<file path="config.mk">
export PLATFORM = sky130hd
export DESIGN_NAME = dithered_column_page_fill
export DESIGN_NICKNAME = d
export VERILOG_FILES = /design/src/rtl/dcpf_pkg.sv /design/src/rtl/dcpf_div.sv /design/src/rtl/dithered_column_page_fill.sv
export SDC_FILE = /design/constraint.sdc
export NUM_CORES = 1
export LEC_CHECK = 0
export CAP_MARGIN = 20
export CORE_UTILIZATION = 40
export CTS_BUF_LIST = sky130_fd_sc_hd__clkbuf_16
export DETAILED_ROUTE_END_ITERATION = 12
export DONT_BUFFER_PORTS = 1
export SLEW_MARGIN = 20
export SYNTH_ARGS = -nofsm -noshare
export SYNTH_HDL_FRONTEND = slang
export SYNTH_SLANG_ARGS = --single-unit
</file>
<file path="constraint.sdc">
create_clock -name clk_i -period 3 [get_ports clk_i]
set_input_delay 0.15 -clock clk_i [delete_from_list [all_inputs] [get_ports clk_i]]
set_output_delay 0.15 -clock clk_i [all_outputs]
set_load 0.1 [all_outputs]
</file>
<file path="src/rtl/dcpf_pkg.sv">
// dithered column page fill: shared types and constants
// no dependencies
`timescale 1ns / 1ps

package dcpf_pkg;

  // configuration register indexes
  typedef enum logic [1:0] {
    REG_SCREEN_ROWS     = 2'd0,
    REG_SCREEN_COLUMNS  = 2'd1,
    REG_DITHER_PATTERNS = 2'd2
  } cfg_reg_e;

  localparam int unsigned CFG_INDEX_W = 2;
  localparam int unsigned CFG_DATA_W  = 64;
  localparam int unsigned ROWS_W      = 9;
  localparam int unsigned COLS_W      = 9;
  localparam int unsigned X_W         = 8;
  localparam int unsigned H_W         = 16;
  localparam int unsigned ADDR_W      = 13;
  localparam int unsigned ROW_IDX_W   = 10;
  localparam int unsigned IDX_W       = 3;

  localparam logic [ROWS_W-1:0]     ROWS_RESET   = 9'd64;
  localparam logic [COLS_W-1:0]     COLS_RESET   = 9'd128;
  localparam logic [CFG_DATA_W-1:0] DITHER_RESET = '0;
  localparam logic [IDX_W-1:0]      PHASE_STEP   = 3'd5;

  // sequencer states
  typedef enum logic [2:0] {
    ST_IDLE = 3'b001,
    ST_DIV  = 3'b010,
    ST_EMIT = 3'b100
  } state_e;

endpackage

</file>
<file path="src/rtl/dcpf_div.sv">
// dithered column page fill: compare-subtract unit for the dither index
// produces min(floor(4*dividend/divisor), 7), one quotient bit per cycle; uses dcpf_pkg
`timescale 1ns / 1ps

module dcpf_div #(
  parameter int unsigned DW = 20
) (
  input  logic                         clk_i,
  input  logic                         rst_ni,
  input  logic                         start_i,
  input  logic [DW-1:0]                dividend_i,
  input  logic [DW-1:0]                divisor_i,
  output logic                         done_o,
  output logic [dcpf_pkg::IDX_W-1:0]   quot_o
);

  logic [DW-1:0]              rem_q, rem_d;
  logic [DW-1:0]              dv_q, dv_d;
  logic [dcpf_pkg::IDX_W-1:0] quot_q, quot_d;
  logic [1:0]                 cnt_q, cnt_d;
  logic                       run_q, run_d;
  logic                       done_q, done_d;
  logic                       ge;

  assign ge = (rem_q >= dv_q);

  always_comb begin
    rem_d  = rem_q;
    dv_d   = dv_q;
    quot_d = quot_q;
    cnt_d  = cnt_q;
    run_d  = run_q;
    done_d = 1'b0;
    if (start_i) begin
      rem_d  = dividend_i;
      dv_d   = divisor_i;
      quot_d = '0;
      cnt_d  = 2'd2;
      run_d  = 1'b1;
    end else if (run_q) begin
      if (ge) begin
        rem_d = rem_q - dv_q;
      end
      quot_d = {quot_q[dcpf_pkg::IDX_W-2:0], ge};
      dv_d   = dv_q >> 1;
      cnt_d  = cnt_q - 2'd1;
      if (cnt_q == 2'd0) begin
        run_d  = 1'b0;
        done_d = 1'b1;
      end
    end
  end

  always_ff @(posedge clk_i or negedge rst_ni) begin
    if (!rst_ni) begin
      run_q  <= 1'b0;
      done_q <= 1'b0;
      cnt_q  <= '0;
    end else begin
      run_q  <= run_d;
      done_q <= done_d;
      cnt_q  <= cnt_d;
    end
  end

  always_ff @(posedge clk_i) begin
    rem_q  <= rem_d;
    dv_q   <= dv_d;
    quot_q <= quot_d;
  end

  assign done_o = done_q;
  assign quot_o = quot_q;

endmodule

</file>
<file path="src/rtl/dithered_column_page_fill.sv">
// dithered column page fill: top level, sequencer, run ends and page emitter
// uses dcpf_pkg and dcpf_div
`timescale 1ns / 1ps

// Draws one dithered screen column per input beat into a page-organized buffer.
// Input channel s_axis: one beat per column, carrying the column index and the
// wall height (unsigned fixed point). Output channel m_axis: one beat per 8-row
// page, from page 0 upward, with the buffer address, the masked pixel byte and
// tlast on the final page of the column. A screen under 8 rows gives no beats.
// Configuration: cfg_we_i writes register cfg_index_i (0 rows, 1 columns,
// 2 dither bytes) with cfg_wdata_i; write only while the block is idle.
// Timing: s_axis_tready is high only between columns. After a beat is taken the
// compare-subtract unit works out the dither index and the mask, then one page
// beat leaves per cycle while m_axis is not stalled. The sequencer then returns
// to idle, where it takes the next column.
// The result register holds its beat while m_axis_tready is low and the page
// sequencer waits; the last beat of a column may still wait while the next
// column is accepted.
// Reset: registers take their reset values (64 rows, 128 columns, dither bytes
// zero), the dither phase returns to zero and no output beat is pending.

module dithered_column_page_fill #(
  parameter int unsigned MAX_PAGES        = 32,
  parameter int unsigned MAX_COLUMNS      = 256,
  parameter int unsigned HEIGHT_FRAC_BITS = 4
) (
  input  logic        clk_i,
  input  logic        rst_ni,
  // config write port
  input  logic                              cfg_we_i,
  input  logic [dcpf_pkg::CFG_INDEX_W-1:0]  cfg_index_i,
  input  logic [dcpf_pkg::CFG_DATA_W-1:0]   cfg_wdata_i,
  // column beats
  input  logic        s_axis_tvalid,
  output logic        s_axis_tready,
  input  logic [23:0] s_axis_tdata,   // column_x[7:0], wall_height[23:8]
  // page beats
  output logic        m_axis_tvalid,
  input  logic        m_axis_tready,
  output logic [23:0] m_axis_tdata,   // buffer_address[12:0], pixel_byte[20:13], zero[23:21]
  output logic        m_axis_tlast    // last_byte
);

  localparam int unsigned F     = HEIGHT_FRAC_BITS;
  localparam int unsigned FW    = dcpf_pkg::ROWS_W + F;
  localparam int unsigned CMPW  = (FW > dcpf_pkg::H_W) ? FW : dcpf_pkg::H_W;
  localparam int unsigned DW    = ((FW + 2 > dcpf_pkg::H_W + 3) ? FW + 2 : dcpf_pkg::H_W + 3) + 1;
  localparam int unsigned YW    = 18 + F;
  localparam int unsigned PGW   = $clog2(MAX_PAGES + 1);
  localparam int unsigned RPW   = dcpf_pkg::ROWS_W - 3;

  // configuration registers
  logic [dcpf_pkg::ROWS_W-1:0]     rows_q;
  logic [dcpf_pkg::COLS_W-1:0]     cols_q;
  logic [dcpf_pkg::CFG_DATA_W-1:0] dither_q;

  always_ff @(posedge clk_i or negedge rst_ni) begin
    if (!rst_ni) begin
      rows_q   <= dcpf_pkg::ROWS_RESET;
      cols_q   <= dcpf_pkg::COLS_RESET;
      dither_q <= dcpf_pkg::DITHER_RESET;
    end else if (cfg_we_i) begin
      case (dcpf_pkg::cfg_reg_e'(cfg_index_i))
        dcpf_pkg::REG_SCREEN_ROWS:     rows_q   <= cfg_wdata_i[dcpf_pkg::ROWS_W-1:0];
        dcpf_pkg::REG_SCREEN_COLUMNS:  cols_q   <= cfg_wdata_i[dcpf_pkg::COLS_W-1:0];
        dcpf_pkg::REG_DITHER_PATTERNS: dither_q <= cfg_wdata_i;
        default: ;
      endcase
    end
  end

  dcpf_pkg::state_e state_q, state_d;

  logic                          in_beat;
  logic [dcpf_pkg::X_W-1:0]      in_x, x_sat;
  logic [dcpf_pkg::H_W-1:0]      in_h, h_clip;
  logic [FW-1:0]                 full;
  logic [RPW-1:0]                rows_pages;
  logic [PGW-1:0]                pages_in;

  assign in_beat    = s_axis_tvalid && s_axis_tready;
  assign in_x       = s_axis_tdata[dcpf_pkg::X_W-1:0];
  assign in_h       = s_axis_tdata[dcpf_pkg::X_W +: dcpf_pkg::H_W];
  assign full       = FW'(rows_q) << F;
  assign x_sat      = (9'(in_x) >= 9'(MAX_COLUMNS)) ? dcpf_pkg::X_W'(MAX_COLUMNS - 1) : in_x;
  assign h_clip     = (CMPW'(in_h) > CMPW'(full)) ? dcpf_pkg::H_W'(full) : in_h;
  assign rows_pages = rows_q[dcpf_pkg::ROWS_W-1:3];
  assign pages_in   = (RPW'(rows_pages) > RPW'(MAX_PAGES)) ? PGW'(MAX_PAGES) : PGW'(rows_pages);

  // per-column working registers
  logic [dcpf_pkg::H_W-1:0]       h_q;
  logic [PGW-1:0]                 pages_q;
  logic [PGW-1:0]                 page_q;
  logic [dcpf_pkg::ADDR_W-1:0]    addr_q;
  logic [dcpf_pkg::IDX_W-1:0]     phase_q;
  logic [dcpf_pkg::IDX_W-1:0]     rot_q;
  logic [7:0]                     mask_q;
  logic [dcpf_pkg::ROW_IDX_W-1:0] y1_q, y2_q;

  // compare-subtract unit for the dither index
  logic                       div_done;
  logic [dcpf_pkg::IDX_W-1:0] div_quot;

  dcpf_div #(
    .DW (DW)
  ) u_div (
    .clk_i      (clk_i),
    .rst_ni     (rst_ni),
    .start_i    (in_beat),
    .dividend_i (DW'({h_clip, 3'b000})),
    .divisor_i  (DW'(full) << 2),
    .done_o     (div_done),
    .quot_o     (div_quot)
  );

  // run ends, rounded half up in units of 2^-(F+1)
  logic [YW-1:0] base, y1_t, y2_t;
  logic [dcpf_pkg::ROW_IDX_W-1:0] y1_d, y2_d;

  assign base = YW'(rows_q[dcpf_pkg::ROWS_W-1:1]) << (F + 1);
  assign y1_t = base - YW'(h_q) + (YW'(1) << F);
  assign y2_t = base + YW'(h_q) + (YW'(1) << F);
  assign y1_d = y1_t[YW-1] ? '0 : y1_t[F+1 +: dcpf_pkg::ROW_IDX_W];
  assign y2_d = y2_t[F+1 +: dcpf_pkg::ROW_IDX_W];

  // dither mask
  logic [7:0]  pat;
  logic [15:0] pat_rot;
  assign pat     = dither_q[8*div_quot +: 8];
  assign pat_rot = {pat, pat} >> rot_q;

  // page byte
  logic [7:0] run_byte;
  logic       page_last;
  logic       out_free;

  always_comb begin
    for (int j = 0; j < 8; j++) begin
      run_byte[j] = (dcpf_pkg::ROW_IDX_W'({page_q, 3'(j)}) >= y1_q) &&
                    (dcpf_pkg::ROW_IDX_W'({page_q, 3'(j)}) < y2_q);
    end
  end

  assign page_last = (page_q + PGW'(1)) == pages_q;
  assign out_free  = !m_axis_tvalid || m_axis_tready;

  always_comb begin
    state_d = state_q;
    case (state_q)
      dcpf_pkg::ST_IDLE: if (in_beat) state_d = dcpf_pkg::ST_DIV;
      dcpf_pkg::ST_DIV: begin
        if (div_done) begin
          state_d = (pages_q == '0) ? dcpf_pkg::ST_IDLE : dcpf_pkg::ST_EMIT;
        end
      end
      dcpf_pkg::ST_EMIT: if (out_free && page_last) state_d = dcpf_pkg::ST_IDLE;
      default: state_d = dcpf_pkg::ST_IDLE;
    endcase
  end

  assign s_axis_tready = (state_q == dcpf_pkg::ST_IDLE);

  logic emit;
  assign emit = (state_q == dcpf_pkg::ST_EMIT) && out_free;

  always_ff @(posedge clk_i or negedge rst_ni) begin
    if (!rst_ni) begin
      state_q       <= dcpf_pkg::ST_IDLE;
      phase_q       <= '0;
      m_axis_tvalid <= 1'b0;
    end else begin
      state_q <= state_d;
      if (in_beat) begin
        phase_q <= phase_q + dcpf_pkg::PHASE_STEP;
      end
      if (emit) begin
        m_axis_tvalid <= 1'b1;
      end else if (m_axis_tready) begin
        m_axis_tvalid <= 1'b0;
      end
    end
  end

  always_ff @(posedge clk_i) begin
    if (in_beat) begin
      h_q     <= h_clip;
      pages_q <= pages_in;
      page_q  <= '0;
      addr_q  <= dcpf_pkg::ADDR_W'(x_sat);
      rot_q   <= phase_q;
    end
    if (state_q == dcpf_pkg::ST_DIV) begin
      y1_q <= y1_d;
      y2_q <= y2_d;
      if (div_done) begin
        mask_q <= pat_rot[7:0];
      end
    end
    if (emit) begin
      m_axis_tdata <= {3'b000, run_byte & mask_q, addr_q};
      m_axis_tlast <= page_last;
      page_q       <= page_q + PGW'(1);
      addr_q       <= addr_q + dcpf_pkg::ADDR_W'(cols_q);
    end
  end

endmodule
</file>
==> results of run 1 <==
per-stage QoR:
step                      hold WS [ps]  instance area [um^2]  power (W)  utilization [%]
after floorplan                   -146                 12200    0.00917                -
after global placement            -144                 12700     0.0105             42.7
after detailed placement          -144                 12700     0.0105             42.7
after CTS                         20.4                 14400     0.0135             48.3
after global routing              54.5                 14400     0.0144             48.3
final                             37.3                 14400     0.0135             48.3
worst register-to-register path, delay by kind of cell (launching register included):
kind / cells / cell delay, ps
AND/OR/NAND/NOR: 2 / 310
flip-flops: 1 / 580
multiplexers: 1 / 370
AO/OA/AOI/OAI: 3 / 620
buffers and inverters: 2 / 340
adder cells (fa/ha/maj): 1 / 310
cells in the mapped netlist, drive strengths merged (13+ instances only):
cell,number,area [um^2]
a21o,13,97.6
a21oi,36,188
buf,19,109
clkbuf,18,67.6
dfrtp,90,2250
dfxtp,13,260
edfxtp,119,3570
ha,67,838
inv,85,319
mux2,88,991
mux2i,18,180
mux4,22,495
nand2,67,251
nand3,21,105
nor2,73,294
nor3,20,100
o21ai,60,300
xnor2,32,288
xor2,27,236
kinds of logic (layout without fill, tap and decap cells):
family,Yosys count,count (layout),synth area share [%]
simple gates,251,251,10.3
flops,225,225,50.6
compound gates,174,174,9.42
mux,128,128,13.7
buf+inv,123,244,4.16
fa+ha+maj,71,71,7.48
xor+xnor,59,59,4.30
other cells,1,7,0.0308
layout make-up:
cell class                      instances  area (um^2)
Fill cell                            2683        15400
Sequential cell                       225         6160
Multi-Input combinational cell        689         5550
Timing Repair Buffer                  114         1110
Clock buffer                           27          676
Tap cell                              390          488
Inverter                               85          319
Clock inverter                         18         77.6
Antenna cell                            1         2.50
power by group through the flow:
stage	sequential (W)	combinational, W	clock [W]
3_5_place_dp	0.00495	0.00558	0
4_1_cts	0.00490	0.00575	0.00290
3_3_place_gp	0.00494	0.00551	0
6_report	0.00491	0.00573	0.00284
5_1_grt	0.00500	0.00636	0.00301
2_1_floorplan	0.00471	0.00446	0
per-layer routing:
| layer | track usage, % | vias to the layer above | routed length (um) |
|---|---|---|---|
| met5 | 0 | - | 0 |
| met4 | 5.96 | 0 | 806 |
| met3 | 3.10 | 47 | 1130 |
| met2 | 30.4 | 171 | 13500 |
| met1 | 24.2 | 3983 | 12400 |
| li1 | - | 3929 | - |
flip-flops by register name, indices dropped and copies added (netlist names), 2 cells and up:
signal,flops
addr_q,13
cols_q,9
dither_q,64
h_q,16
m_axis_tdata,21
mask_q,8
page_q,6
pages_q,6
phase_q,3
rot_q,3
rows_q,9
state_q,3
u_div.cnt_q,2
u_div.dv_q,15
u_div.quot_o,3
u_div.rem_q,20
y1_q,10
y2_q,10
how the worst max path moves through the flow:
stage,startpoint,slack (ps),endpoint
global route,addr_q[0],10,addr_q[12]
floorplan,state_q[0],60,u_div.rem_q[10]
detailed placement,u_div.rem_q[0],190,u_div.rem_q[9]
global placement,u_div.rem_q[0],280,u_div.rem_q[9]
CTS,u_div.rem_q[0],190,u_div.rem_q[8]
finish,rows_q[6],240,u_div.rem_q[8]
what timing repair did:
action / 4_1_cts / 5_1_grt
endpoints found under the setup margin: 0 / 7
gates resized for setup: 0 / 1
endpoints found under the hold margin: 212 / 0
hold buffers: 89 / 0
==> flow_summary.json, run 1 <==
{
  "outcome": "finished, final reports clean",
  "switching_share_pct": 36.9,
  "drtIter0Drc": 469,
  "setup_viol": 0,
  "maxSlewViolCount": 0,
  "synthArstFlopShare_pct": 41.3,
  "tritoncts": "built",
  "clock-sinks": 225,
  "hold_path_depth": 3,
  "final_common_cell": "edfxtp_1",
  "gr-usage-all-layers_pct": 18.3,
  "ys_seq_area_share_pct": 50.6,
  "fin_setup_tns_ps": 0,
  "slowest_delay_ps": 580,
  "viasPerCell": 5.25,
  "leakage_nw": 5.87,
  "synth-seq-cells": 225,
  "rr_endpoint": "u_div.rem_q[8]",
  "worst_slew_pin_slew_ps": 904,
  "period_share_pct": 92.0,
  "r2r_cells": 9,
  "die_area_um2": 31200,
  "critPathTopFamily": "compound AO/OA/AOI/OAI gates",
  "synth_flop_cell": "edfxtp_1",
  "cts_setup_buffers": 0,
  "worst_skew_pair.late_latency_ps": 530,
  "synth_area_um2": 12200,
  "cp-start-kind": "register",
  "seqPwrFrac_pct": 36.4,
  "gp_congestion": 0.841,
  "num_vias": 8130,
  "grt_max_degree": 94,
  "final_cell_mix": "edfxtp_1, dfrtp_1, mux2_2, dlygate4sd3_1, inv_1",
  "clock_skew_ps": 18.1,
  "postLayoutSetupSlackWorst_ps": 241,
  "hold_start": "cfg_index_i[0]",
  "dp.cells": 1414,
  "clockBufferDepth": 3,
  "pwr-share-clk_pct": 21.1,
  "clk_pin_slew_ps": 60,
  "drc_errors": 0,
  "fmax_mhz": 362,
  "crit_path_cell_trace": "inv_1, ha_1, nand3_1, nor4_1, o21ai_0, a31oi_1, buf_4, mux2_2, a22o_1",
  "vdd_ir_drop_max_v": 0.000608,
  "hold_end": "rows_q[3]",
  "dp_hpwl_um": 20100,
  "arrival_ps": 3040,
  "synth.distinct_cells": 75,
  "avgRoutedWirePerCell_um": 18.0,
  "cts_root_buf": "clkbuf_16",
  "area_growth_pct": 18.1,
  "crit_path_end_kind": "register",
  "start_util_pct": 40.9,
  "die_w_um": 177,
  "critPathBufInv": 2,
  "rr_startpoint": "rows_q[6]",
  "rrSetupSlack_ps": 240,
  "p_switching_w": 0.00498,
  "routed_wl_um": 27900,
  "io_buffers": 0,
  "maxCapViolCount": 0,
  "synth_edf_count": 119,
  "postRouteAntennaNets": 0,
  "pre_cts_ws_ps": 195,
  "cts_buffers": 25,
  "crit_required_ps": 3290,
  "synth_warnings": 0,
  "rows": 63,
  "ios": 122,
  "slew-limit-headroom_pct": 39.9,
  "min_path_type": "input port to register",
  "rsz0062_at_grt": "no",
  "stdcell_count": 1549,
  "finalHoldViolCount": 0,
  "p_int_w": 0.00850,
  "path_max_fanout": 9,
  "fp.dieH_um": 177,
  "dr.pass1.iters": 4,
  "power_density_nw_per_um2": 936,
  "syn_avg_cell_area_um2": 11.8,
  "post-route-min-period_ps": 2760,
  "core_area_um2": 29800,
  "overflow": 0,
  "nNetsFinal": 1305,
  "cp_slowest_cell": "dfstp_2",
  "crit_type": "register to register",
  "grt_pass1_wl_um": 44600,
  "syn_inst": 1032,
  "antenna_found_initial": 1,
  "cts.htree.levels": 1,
  "worst-path-stages": 9,
  "comb_power_share_pct": 42.5,
  "layout-drive-gt1-share_pct": 17.2,
  "grt_pass1_vias": 8131
}
No activity file was read; power rests on OpenSTA's default activity.
==> run 2: changes to the inputs <==
--- a/config.mk
+++ b/config.mk
@@ -6,10 +6,11 @@
 export NUM_CORES = 1
 export LEC_CHECK = 0
 export CAP_MARGIN = 20
-export CORE_UTILIZATION = 40
+export CORE_UTILIZATION = 58
 export CTS_BUF_LIST = sky130_fd_sc_hd__clkbuf_16
 export DETAILED_ROUTE_END_ITERATION = 12
 export DONT_BUFFER_PORTS = 1
+export PLACE_DENSITY = 0.76
 export SLEW_MARGIN = 20
 export SYNTH_ARGS = -nofsm -noshare
 export SYNTH_HDL_FRONTEND = slang
==> run 2 against run 1 <==
Utilization up 21 points. First-iteration DRC count shrank 5.1%. Wire length down 0.36%. Sequential cell count unchanged. Critical path type unchanged.
==> flow_summary.json, run 2 (synthesized netlist as in run 1, its figures left out) <==
{
  "dpl_cell_area_um2": 12500,
  "start_util_pct": 59.7,
  "routed_wl_um": 27800,
  "gr-usage-all-layers_pct": 26.0,
  "post-route-min-period_ps": 2810,
  "drtIter0Drc": 445,
  "final_cell_mix": "edfxtp_1, dfrtp_1, mux2_2, dlygate4sd3_1, inv_1",
  "nNetsFinal": 1301,
  "maxSlewViolCount": 0,
  "finalHoldViolCount": 0,
  "drc_errors": 0,
  "overflow": 0,
  "worst_slew_pin_slew_ps": 924,
  "cp_slowest_cell": "dfrtp_1",
  "grt_pass1_wl_um": 43900,
  "area_growth_pct": 16.9,
  "die_w_um": 147,
  "hold_start": "cfg_index_i[0]",
  "cp-start-kind": "register",
  "crit_path_end_kind": "register",
  "leakage_nw": 5.87,
  "clock-sinks": 225,
  "power_density_nw_per_um2": 960,
  "outcome": "finished, final reports clean",
  "final_common_cell": "edfxtp_1",
  "slew-limit-headroom_pct": 38.5,
  "avgRoutedWirePerCell_um": 19.5,
  "viasPerCell": 5.81,
  "cts_root_buf": "clkbuf_16",
  "hold_end": "rows_q[8]",
  "final.fill_count": 1472,
  "period_share_pct": 93.8,
  "antenna_found_initial": 1,
  "grt_max_degree": 94,
  "path_max_fanout": 14,
  "dr.pass1.iters": 5,
  "num_vias": 8286,
  "worst_skew_pair.late_latency_ps": 520,
  "clock_skew_ps": 12.5,
  "r2r_cells": 10,
  "gp_congestion": 0.859,
  "cts.htree.levels": 1,
  "hold_path_depth": 3,
  "ios": 122,
  "min_path_type": "input port to register",
  "seqCellArea_um2": 6160,
  "cts_buffers": 24,
  "cts_setup_buffers": 0,
  "rrSetupSlack_ps": 190,
  "slowest_delay_ps": 440,
  "layout-drive-gt1-share_pct": 17.6,
  "postRouteAntennaNets": 0,
  "rsz0062_at_grt": "no",
  "fin_setup_tns_ps": 0,
  "crit_required_ps": 3270,
  "die_area_um2": 21600,
  "crit_path_cell_trace": "inv_1, ha_1, and3_1, nand3_1, nor4_1, o21ai_0, a31oi_1, buf_4, mux2_2, a22o_1",
  "core_area_um2": 20400,
  "regMostFlops": "dither_q",
  "grt_pass1_vias": 8467,
  "io_buffers": 0,
  "multi_input_area_um2": 5560,
  "maxCapViolCount": 0,
  "dp_hpwl_um": 18800,
  "rows": 52,
  "fp.dieH_um": 147,
  "tritoncts": "built",
  "setup_viol": 0,
  "crit_type": "register to register",
  "vdd_ir_drop_max_v": 0.000815,
  "top_regs": "dither_q: 64 flops, m_axis_tdata: 21 flops, u_div.rem_q: 20 flops",
  "fmax_mhz": 355,
  "largest_register_ffs": 64,
  "clk_pin_slew_ps": 60,
  "arrival_ps": 3090,
  "clockBufferDepth": 3,
  "rr_startpoint": "rows_q[5]",
  "fin_area_um2": 14300,
  "rr_endpoint": "u_div.rem_q[9]"
}
==> run 2: cell count changes in the layout (fill, tap and decap cells not counted), sizes merged <==
| cell | previous run | this run |
|---|---|---|
| clkinv | 14 | 7 |
| buf | 26 | 23 |
| bufinv | 0 | 3 |
| inv | 89 | 92 |
| clkbuf | 27 | 25 |
| clkinvlp | 0 | 2 |
==> run 2: how the worst max path moves through the flow <==
stage              startpoint               to  slack, ps  cells past startpoint
2_1_floorplan      state_q[0]  u_div.rem_q[10]         60                      4
3_3_place_gp        cols_q[0]       addr_q[12]        290                     11
3_5_place_dp   u_div.rem_q[0]   u_div.rem_q[6]        180                     11
4_1_cts        u_div.rem_q[0]   u_div.rem_q[6]        140                     11
5_1_grt        u_div.rem_q[0]   u_div.rem_q[7]         40                     12
6_report            rows_q[5]   u_div.rem_q[9]        190                     10
==> run 2: repair_timing <==
item                                    4_1_cts  5_1_grt
endpoints found under the setup margin        0       18
hold buffers                                 89        0
endpoints found under the hold margin       210        0
gates resized for setup                       0        3
==> run 2: metal layers <==
metal / GRT usage (%) / up-vias / wire length, um
met5: 0 / - / 0
met4: 12.0 / 0 / 1330
met3: 3.23 / 82 / 1220
met2: 46.3 / 244 / 14200
met1: 31.6 / 4026 / 11000
li1: - / 3934 / -
==> run 2: cell type report <==
type                    count  share of cell area, %
diodes                      1                 0.0176
clock buffers              25                   4.39
clock inverters            19                   1.19
inverters                  85                   2.24
multi-input cells         689                   39.0
flip-flops and latches    225                   43.3
well taps                 270                   2.37
repair buffers            111                   7.53
==> run 2: critical path: cells and delay by family (launching register included) <==
kind            cells  cell delay, ps
buf+inv             2             390
fa+ha+maj           1             330
mux                 1             380
flops               1             440
simple gates        3             460
compound gates      3             560
==> run 2: power breakdown <==
part / total (W) / internal (W) / switching, W
Sequential: 0.00494 / 0.00433 / 0.000614
Combinational: 0.00573 / 0.00258 / 0.00316
Clock: 0.00300 / 0.00177 / 0.00123
==> run 2: per-stage QoR <==
stage / cells / total power [W] / setup WS (ps) / hold WS (ps) / util (%)
CTS: 1424 / 0.0136 / 139 / 20.2 / 69.7
floorplan: 1037 / 0.00917 / 60.1 / -146 / -
global route: 1425 / 0.0145 / 35.8 / 41.3 / 69.8
detailed placement: 1291 / 0.0104 / 176 / -144 / 61.4
finish: 1425 / 0.0137 / 187 / 35.3 / 69.8
global placement: 1291 / 0.0103 / 293 / -144 / 61.4
